<file path="config.mk">
export PLATFORM = sky130hd
export DESIGN_NAME = diagonal_joypad_debounce_decoder_top
export DESIGN_NICKNAME = d
export VERILOG_FILES = /design/src/djd_pkg.sv /design/src/djd_vote.sv /design/src/diagonal_joypad_debounce_decoder_top.sv
export SDC_FILE = /design/constraint.sdc
export NUM_CORES = 1
export LEC_CHECK = 0
export BUFFER_PORTS_ARGS = -buffer_cell sky130_fd_sc_hd__buf_2
export CORE_MARGIN = 1
export CORE_UTILIZATION = 50
export CTS_CLUSTER_SIZE = 40
export DETAILED_ROUTE_END_ITERATION = 6
export PLACE_DENSITY = 0.69
export SLEW_MARGIN = 20
export SYNTH_ARGS = -nofsm -noshare
export SYNTH_HDL_FRONTEND = slang
export SYNTH_HIERARCHICAL = 1
export SYNTH_SLANG_ARGS = --single-unit
</file>
<file path="constraint.sdc">
create_clock -name clk -period 16.3 [get_ports clk]
set_input_delay 1.63 -clock clk [delete_from_list [all_inputs] [get_ports clk]]
set_output_delay 1.63 -clock clk [all_outputs]
set_load 0.02 [all_outputs]
</file>
<file path="src/djd_pkg.sv">
// Package for the diagonal joypad debounce decoder: widths, register indexes, key type.
`timescale 1ns / 1ps

package djd_pkg;

	localparam int PinCount       = 8;
	localparam int DirCount       = 5;
	localparam int MaskWidth      = PinCount * DirCount;
	localparam int CountWidth     = 4;
	localparam int TickWidth      = 16;
	localparam int CfgIndexWidth  = 3;
	localparam int CfgDataWidth   = 40;
	localparam int DefaultMaxButtons = 8;
	localparam logic [TickWidth-1:0] DebounceReset = TickWidth'(50);

	// Direction order inside one button's five-bit mask.
	localparam int DirUp    = 0;
	localparam int DirRight = 1;
	localparam int DirLeft  = 2;
	localparam int DirDown  = 3;
	localparam int DirEnter = 4;

	typedef enum logic [CfgIndexWidth-1:0] {
		CFG_BUTTON_COUNT  = 3'd0,
		CFG_ACTIVE_LOW    = 3'd1,
		CFG_DIR_MASKS     = 3'd2,
		CFG_ENTER_BLOCKED = 3'd3,
		CFG_DEBOUNCE      = 3'd4
	} cfg_idx_t;

	typedef struct packed {
		logic up;
		logic right;
		logic left;
		logic down;
		logic enter;
	} key_set_t;

	// Pins below the saturated button count are enabled.
	function automatic logic [PinCount-1:0] enabled_pins(
		input logic [CountWidth-1:0] count,
		input logic [CountWidth-1:0] max_count
	);
		logic [CountWidth-1:0] n;
		logic [PinCount-1:0]   m;
		n = (count > max_count) ? max_count : count;
		for (int i = 0; i < PinCount; i++) begin
			m[i] = (CountWidth'(i) < n);
		end
		return m;
	endfunction

endpackage

</file>
<file path="src/djd_vote.sv">
// Vote counting and key decision for one evaluated set of pin levels.
`timescale 1ns / 1ps

module djd_vote (
	input  logic [djd_pkg::PinCount-1:0]  levels,
	input  logic [djd_pkg::PinCount-1:0]  enabled,
	input  logic [djd_pkg::PinCount-1:0]  active_low_mask,
	input  logic [djd_pkg::MaskWidth-1:0] direction_masks,
	input  logic                          enter_blocked_by_direction,
	output djd_pkg::key_set_t             keys
);

	localparam int VoteWidth = $clog2(djd_pkg::PinCount + 1);

	logic [djd_pkg::PinCount-1:0] pressed;
	logic [djd_pkg::PinCount-1:0] column [djd_pkg::DirCount];
	logic [VoteWidth-1:0]         votes  [djd_pkg::DirCount];
	logic [VoteWidth-1:0]         top_ab, top_cd, top;

	assign pressed = (levels ^ active_low_mask) & enabled;

	// Gather, for each direction, the pressed buttons that vote for it.
	always_comb begin
		for (int j = 0; j < djd_pkg::DirCount; j++) begin
			for (int i = 0; i < djd_pkg::PinCount; i++) begin
				column[j][i] = pressed[i] & direction_masks[djd_pkg::DirCount*i + j];
			end
			votes[j] = VoteWidth'($countones(column[j]));
		end
	end

	assign top_ab = (votes[djd_pkg::DirUp] > votes[djd_pkg::DirRight]) ?
		votes[djd_pkg::DirUp] : votes[djd_pkg::DirRight];
	assign top_cd = (votes[djd_pkg::DirLeft] > votes[djd_pkg::DirDown]) ?
		votes[djd_pkg::DirLeft] : votes[djd_pkg::DirDown];
	assign top = (top_ab > top_cd) ? top_ab : top_cd;

	always_comb begin
		keys.up    = (top != '0) && (votes[djd_pkg::DirUp] == top);
		keys.right = (top != '0) && (votes[djd_pkg::DirRight] == top);
		keys.left  = (top != '0) && (votes[djd_pkg::DirLeft] == top);
		keys.down  = (top != '0) && (votes[djd_pkg::DirDown] == top);
		keys.enter = (votes[djd_pkg::DirEnter] != '0) &&
			(!enter_blocked_by_direction || (top == '0));
	end

endmodule

</file>
<file path="src/diagonal_joypad_debounce_decoder_top.sv">
// Top level of the diagonal joypad debounce decoder.
`timescale 1ns / 1ps

// Each input word is one time tick carrying the sampled levels of up to eight
// button pins, and the block takes one word every clock cycle while in_stall
// is low. A level change on any enabled pin (re)loads a settle countdown with
// debounce_ticks (zero counts as one); every later tick without an edge
// counts it down, and the tick on which it runs out evaluates that tick's
// levels and yields exactly one result word. Ticks that do not evaluate yield
// nothing. An edge on the same tick as an expiry wins and restarts the
// countdown. Previous levels reset to zero, so a pin that is high on the
// first tick counts as an edge. The edge and countdown logic runs at the
// input and registers the levels in the stage register; the vote counting
// runs from the stage register into the output register. in_stall is raised
// only when both the stage register and the output register are full and
// out_stall is high. Configuration registers must be written only while no
// result is in flight.

module diagonal_joypad_debounce_decoder_top #(
	parameter int MAX_BUTTONS = djd_pkg::DefaultMaxButtons
) (
	input  logic                                clk,
	input  logic                                arst_n,
	input  logic                                cfg_write,
	input  logic [djd_pkg::CfgIndexWidth-1:0]   cfg_index,
	input  logic [djd_pkg::CfgDataWidth-1:0]    cfg_data,
	input  logic                                in_valid,
	output logic                                in_stall,
	input  logic [djd_pkg::PinCount-1:0]        pin_levels,
	output logic                                out_valid,
	input  logic                                out_stall,
	output logic                                pad_up,
	output logic                                pad_right,
	output logic                                pad_left,
	output logic                                pad_down,
	output logic                                pad_enter
);

	localparam logic [djd_pkg::CountWidth-1:0] MaxCount = djd_pkg::CountWidth'(MAX_BUTTONS);

	// Configuration registers.
	logic [djd_pkg::CountWidth-1:0] button_count_q;
	logic [djd_pkg::PinCount-1:0]   active_low_q;
	logic [djd_pkg::MaskWidth-1:0]  dir_masks_q;
	logic                           enter_blocked_q;
	logic [djd_pkg::TickWidth-1:0]  debounce_q;

	// Debounce state.
	logic [djd_pkg::PinCount-1:0]   prev_levels_q;
	logic [djd_pkg::TickWidth-1:0]  countdown_q;
	logic                           pending_q;

	// Stage register and output register.
	logic                           valid_s1;
	logic [djd_pkg::PinCount-1:0]   levels_s1;
	logic                           out_valid_q;
	djd_pkg::key_set_t              keys_q;

	logic [djd_pkg::PinCount-1:0]   enabled;
	logic                           accept;
	logic                           has_edge;
	logic                           evaluate;
	logic                           advance;
	logic [djd_pkg::TickWidth-1:0]  reload;
	djd_pkg::key_set_t              keys_d;

	always_ff @(posedge clk or negedge arst_n) begin
		if (!arst_n) begin
			button_count_q  <= '0;
			active_low_q    <= '0;
			dir_masks_q     <= '0;
			enter_blocked_q <= 1'b0;
			debounce_q      <= djd_pkg::DebounceReset;
		end else if (cfg_write) begin
			unique case (djd_pkg::cfg_idx_t'(cfg_index))
				djd_pkg::CFG_BUTTON_COUNT: begin
					button_count_q <= cfg_data[djd_pkg::CountWidth-1:0];
				end
				djd_pkg::CFG_ACTIVE_LOW: begin
					active_low_q <= cfg_data[djd_pkg::PinCount-1:0];
				end
				djd_pkg::CFG_DIR_MASKS: begin
					dir_masks_q <= cfg_data[djd_pkg::MaskWidth-1:0];
				end
				djd_pkg::CFG_ENTER_BLOCKED: begin
					enter_blocked_q <= cfg_data[0];
				end
				djd_pkg::CFG_DEBOUNCE: begin
					debounce_q <= cfg_data[djd_pkg::TickWidth-1:0];
				end
				default: begin
				end
			endcase
		end
	end

	assign enabled  = djd_pkg::enabled_pins(button_count_q, MaxCount);
	assign has_edge = ((pin_levels ^ prev_levels_q) & enabled) != '0;
	assign reload   = (debounce_q == '0) ? djd_pkg::TickWidth'(1) : debounce_q;

	// A tick evaluates when no edge occurs and a running countdown reaches its end.
	assign evaluate = !has_edge && pending_q && (countdown_q <= djd_pkg::TickWidth'(1));

	// The output register takes a new word when it is empty or being read.
	assign advance  = !out_valid_q || !out_stall;
	assign in_stall = valid_s1 && !advance;
	assign accept   = in_valid && !in_stall;

	always_ff @(posedge clk or negedge arst_n) begin
		if (!arst_n) begin
			prev_levels_q <= '0;
			countdown_q   <= '0;
			pending_q     <= 1'b0;
		end else if (accept) begin
			prev_levels_q <= pin_levels;
			if (has_edge) begin
				countdown_q <= reload;
				pending_q   <= 1'b1;
			end else if (pending_q) begin
				if (countdown_q > djd_pkg::TickWidth'(1)) begin
					countdown_q <= countdown_q - djd_pkg::TickWidth'(1);
				end else begin
					countdown_q <= '0;
					pending_q   <= 1'b0;
				end
			end
		end
	end

	always_ff @(posedge clk or negedge arst_n) begin
		if (!arst_n) begin
			valid_s1 <= 1'b0;
		end else if (accept && evaluate) begin
			valid_s1 <= 1'b1;
		end else if (advance) begin
			valid_s1 <= 1'b0;
		end
	end

	always_ff @(posedge clk) begin
		if (accept && evaluate) begin
			levels_s1 <= pin_levels;
		end
	end

	djd_vote u_vote (
		.levels                     (levels_s1),
		.enabled                    (enabled),
		.active_low_mask            (active_low_q),
		.direction_masks            (dir_masks_q),
		.enter_blocked_by_direction (enter_blocked_q),
		.keys                       (keys_d)
	);

	always_ff @(posedge clk or negedge arst_n) begin
		if (!arst_n) begin
			out_valid_q <= 1'b0;
		end else if (advance) begin
			out_valid_q <= valid_s1;
		end
	end

	always_ff @(posedge clk) begin
		if (advance && valid_s1) begin
			keys_q <= keys_d;
		end
	end

	assign out_valid = out_valid_q;
	assign pad_up    = keys_q.up;
	assign pad_right = keys_q.right;
	assign pad_left  = keys_q.left;
	assign pad_down  = keys_q.down;
	assign pad_enter = keys_q.enter;

endmodule

</file>
==> results.json <==
{
  "grt_setup_unrepaired": "false",
  "ys_ff_latch": 109,
  "timing.fmax_mhz": 130,
  "nets": 797,
  "synth_seq_area_share_pct": 41.4,
  "cts.clk_slew.worst_paths_ns": 0.08,
  "grt_pass1_wl_um": 26100,
  "finalCriticalPeriod_ns": 7.69,
  "critPathLaunch": "button_count_q[3]",
  "first_pass_iters": 5,
  "synth_warnings": 6,
  "postCtsSetupRepairBufs": 0,
  "clk_path_buf_depth": 2,
  "grt.overflow.total": 0,
  "netlist_instances": 635,
  "core_sq_um": 13200,
  "crit_slowest_cell": "fa_1",
  "path_max_fanout": 15,
  "fin_util_pct": 57.4,
  "cp_top_family": "adder cells",
  "grt_pass1_vias": 5024,
  "async_flop_share_pct": 88.1,
  "cts_sinks": 109,
  "synth-edff-count": 13,
  "min_path_type": "reg2reg",
  "port_buffers": 62,
  "drv_slew": 0,
  "gp_congestion": 0.916,
  "routed_wl_um": 15900,
  "grt_max_degree": 79,
  "clk_latency_ns": 0.36,
  "endpoint_kind": "register",
  "skew_ns": 0.0119,
  "antenna_left": 0,
  "reg2reg_depth": 26,
  "cts_max_level": 3,
  "avgSynthCellArea_sq_um": 10.6,
  "place_hpwl_um": 12200,
  "start_kind": "register",
  "cts_resized": 0,
  "status": "completed",
  "relSlewSlack_pct": 35.3,
  "cap_violations": 0,
  "cts_made_buffers": 9,
  "fin_setup_tns_ns": 0,
  "fin_crit_sh_pct": 47.2,
  "path_depth": 26,
  "cts_root_buffer": "clkbuf_16",
  "wl_per_cell_um": 18.1,
  "synth_nets": 738,
  "start_util_pct": 51.2,
  "critPathCapture": "pad_up",
  "hold_violations": 0,
  "worstMarginPinSlew_ns": 0.971,
  "drc": 0,
  "crit_arrival_ns": 7.80,
  "grt_usage_pct": 24.2,
  "crit-reg2reg-capture": "pad_up",
  "cpPeakStageDelay_ns": 0.55,
  "hold_buffers": 0,
  "io_pins": 63,
  "synth.distinct_cells": 71,
  "row_count": 42,
  "cts_tree": "yes",
  "die_y_um": 118,
  "finalSetupViolCount": 0,
  "antenna_found_initial": 0,
  "syn_area_sq_um": 6750,
  "crit_type": "reg2reg",
  "path_buf_inv": 4,
  "synthToLayoutAreaGrowth_pct": 12.2,
  "vias_per_cell": 5.74,
  "drt-initial-drc-count": 396,
  "via_count": 5022,
  "cp.required_ns": 16.41,
  "r2r-start": "button_count_q[3]",
  "antenna_cells": 0,
  "reg2reg_slack_ns": 8.61,
  "dieWidth_um": 118,
  "synthFlopType": "dfrtp_1",
  "drive_gt1_share_pct": 26.0,
  "die_area_sq_um": 14000
}
-- state kept, by name, summed over array words and instances (netlist names) --
register and flops:
dir_masks_q 40, countdown_q 16, debounce_q 16, active_low_q 8
levels_s1 8, prev_levels_q 8, button_count_q 4, enter_blocked_q 1
out_valid 1, pad_down 1, pad_enter 1, pad_left 1
pad_right 1, pad_up 1, pending_q 1, valid_s1 1
-- cells by family after synthesis --
group | after synthesis | share of synthesized area, %
AO/OA/AOI/OAI | 105 | 10.8
XOR/XNOR | 33 | 4.39
buffers and inverters | 76 | 4.52
adder cells (fa/ha/maj) | 49 | 11.3
flip-flops | 109 | 41.4
AND/OR/NAND/NOR | 181 | 13.7
multiplexers | 82 | 13.8
-- worst min path at each step --
| stage | start | end | slack (ns) | cells past startpoint |
|---|---|---|---|---|
| 3_5_place_dp | valid_s1 | out_valid | 0.46 | 1 |
| 6_report | valid_s1 | out_valid | 0.49 | 1 |
| 4_1_cts | valid_s1 | out_valid | 0.49 | 1 |
| 2_1_floorplan | valid_s1 | out_valid | 0.44 | 1 |
| 3_3_place_gp | valid_s1 | out_valid | 0.46 | 1 |
| 5_1_grt | valid_s1 | out_valid | 0.52 | 1 |
-- layer usage --
layer	part of all wire, %	global-route usage (%)
met1	44	32.3
met4	2.5	8.97
met5	0	0
met2	49	39.2
met3	4.6	4.73
-- placed cells by master, fill, tap and decap left out, types with 15 or more instances in the layout --
master | netlist | final
a21oi_1 | 31 | 31
and3_1 | 19 | 19
buf_2 | 1 | 61
dfrtp_1 | 93 | 93
fa_1 | 20 | 20
ha_1 | 27 | 27
inv_1 | 56 | 56
mux2_2 | 69 | 69
nand2_1 | 68 | 68
nand3_1 | 16 | 16
nor2_1 | 16 | 15
xor2_1 | 19 | 19
-- layout make-up --
type                       instances  area [sq um]
timing repair buffer              68           390
sequential                       109          2800
inverter                          56           210
multi-input combinational        450          3670
clock buffer                      10           229
clock inverter                     6          57.6
tap                              176           220
fill                            1139          5620
-- synth_stat cells, drive strengths merged (16+ instances only) --
| master | instances | area share, % |
|---|---|---|
| fa | 20 | 5.9 |
| inv | 56 | 3.1 |
| a21oi | 32 | 2.5 |
| mux2 | 69 | 12 |
| nand3 | 16 | 1.2 |
| nand2 | 68 | 3.8 |
| nor2 | 18 | 1.1 |
| ha | 27 | 5.0 |
| dfrtp | 93 | 34 |
| xor2 | 20 | 2.7 |
| and3 | 19 | 1.8 |
| o21ai | 19 | 1.5 |
-- through the flow --
stage / area (sq um) / setup slack, ns / cells / hold slack, ns
global placement: 7240 / 8.96 / 857 / 0.457
global route: 7570 / 8.20 / 875 / 0.516
floorplan: 6750 / 9.32 / 635 / 0.443
detailed placement: 7240 / 8.65 / 857 / 0.462
CTS: 7520 / 8.66 / 873 / 0.486
finish: 7570 / 8.61 / 875 / 0.492
Power is left out: the tool's default activity adds up to more than one toggle a clock period on the data nets, which glitch-free logic cannot reach.
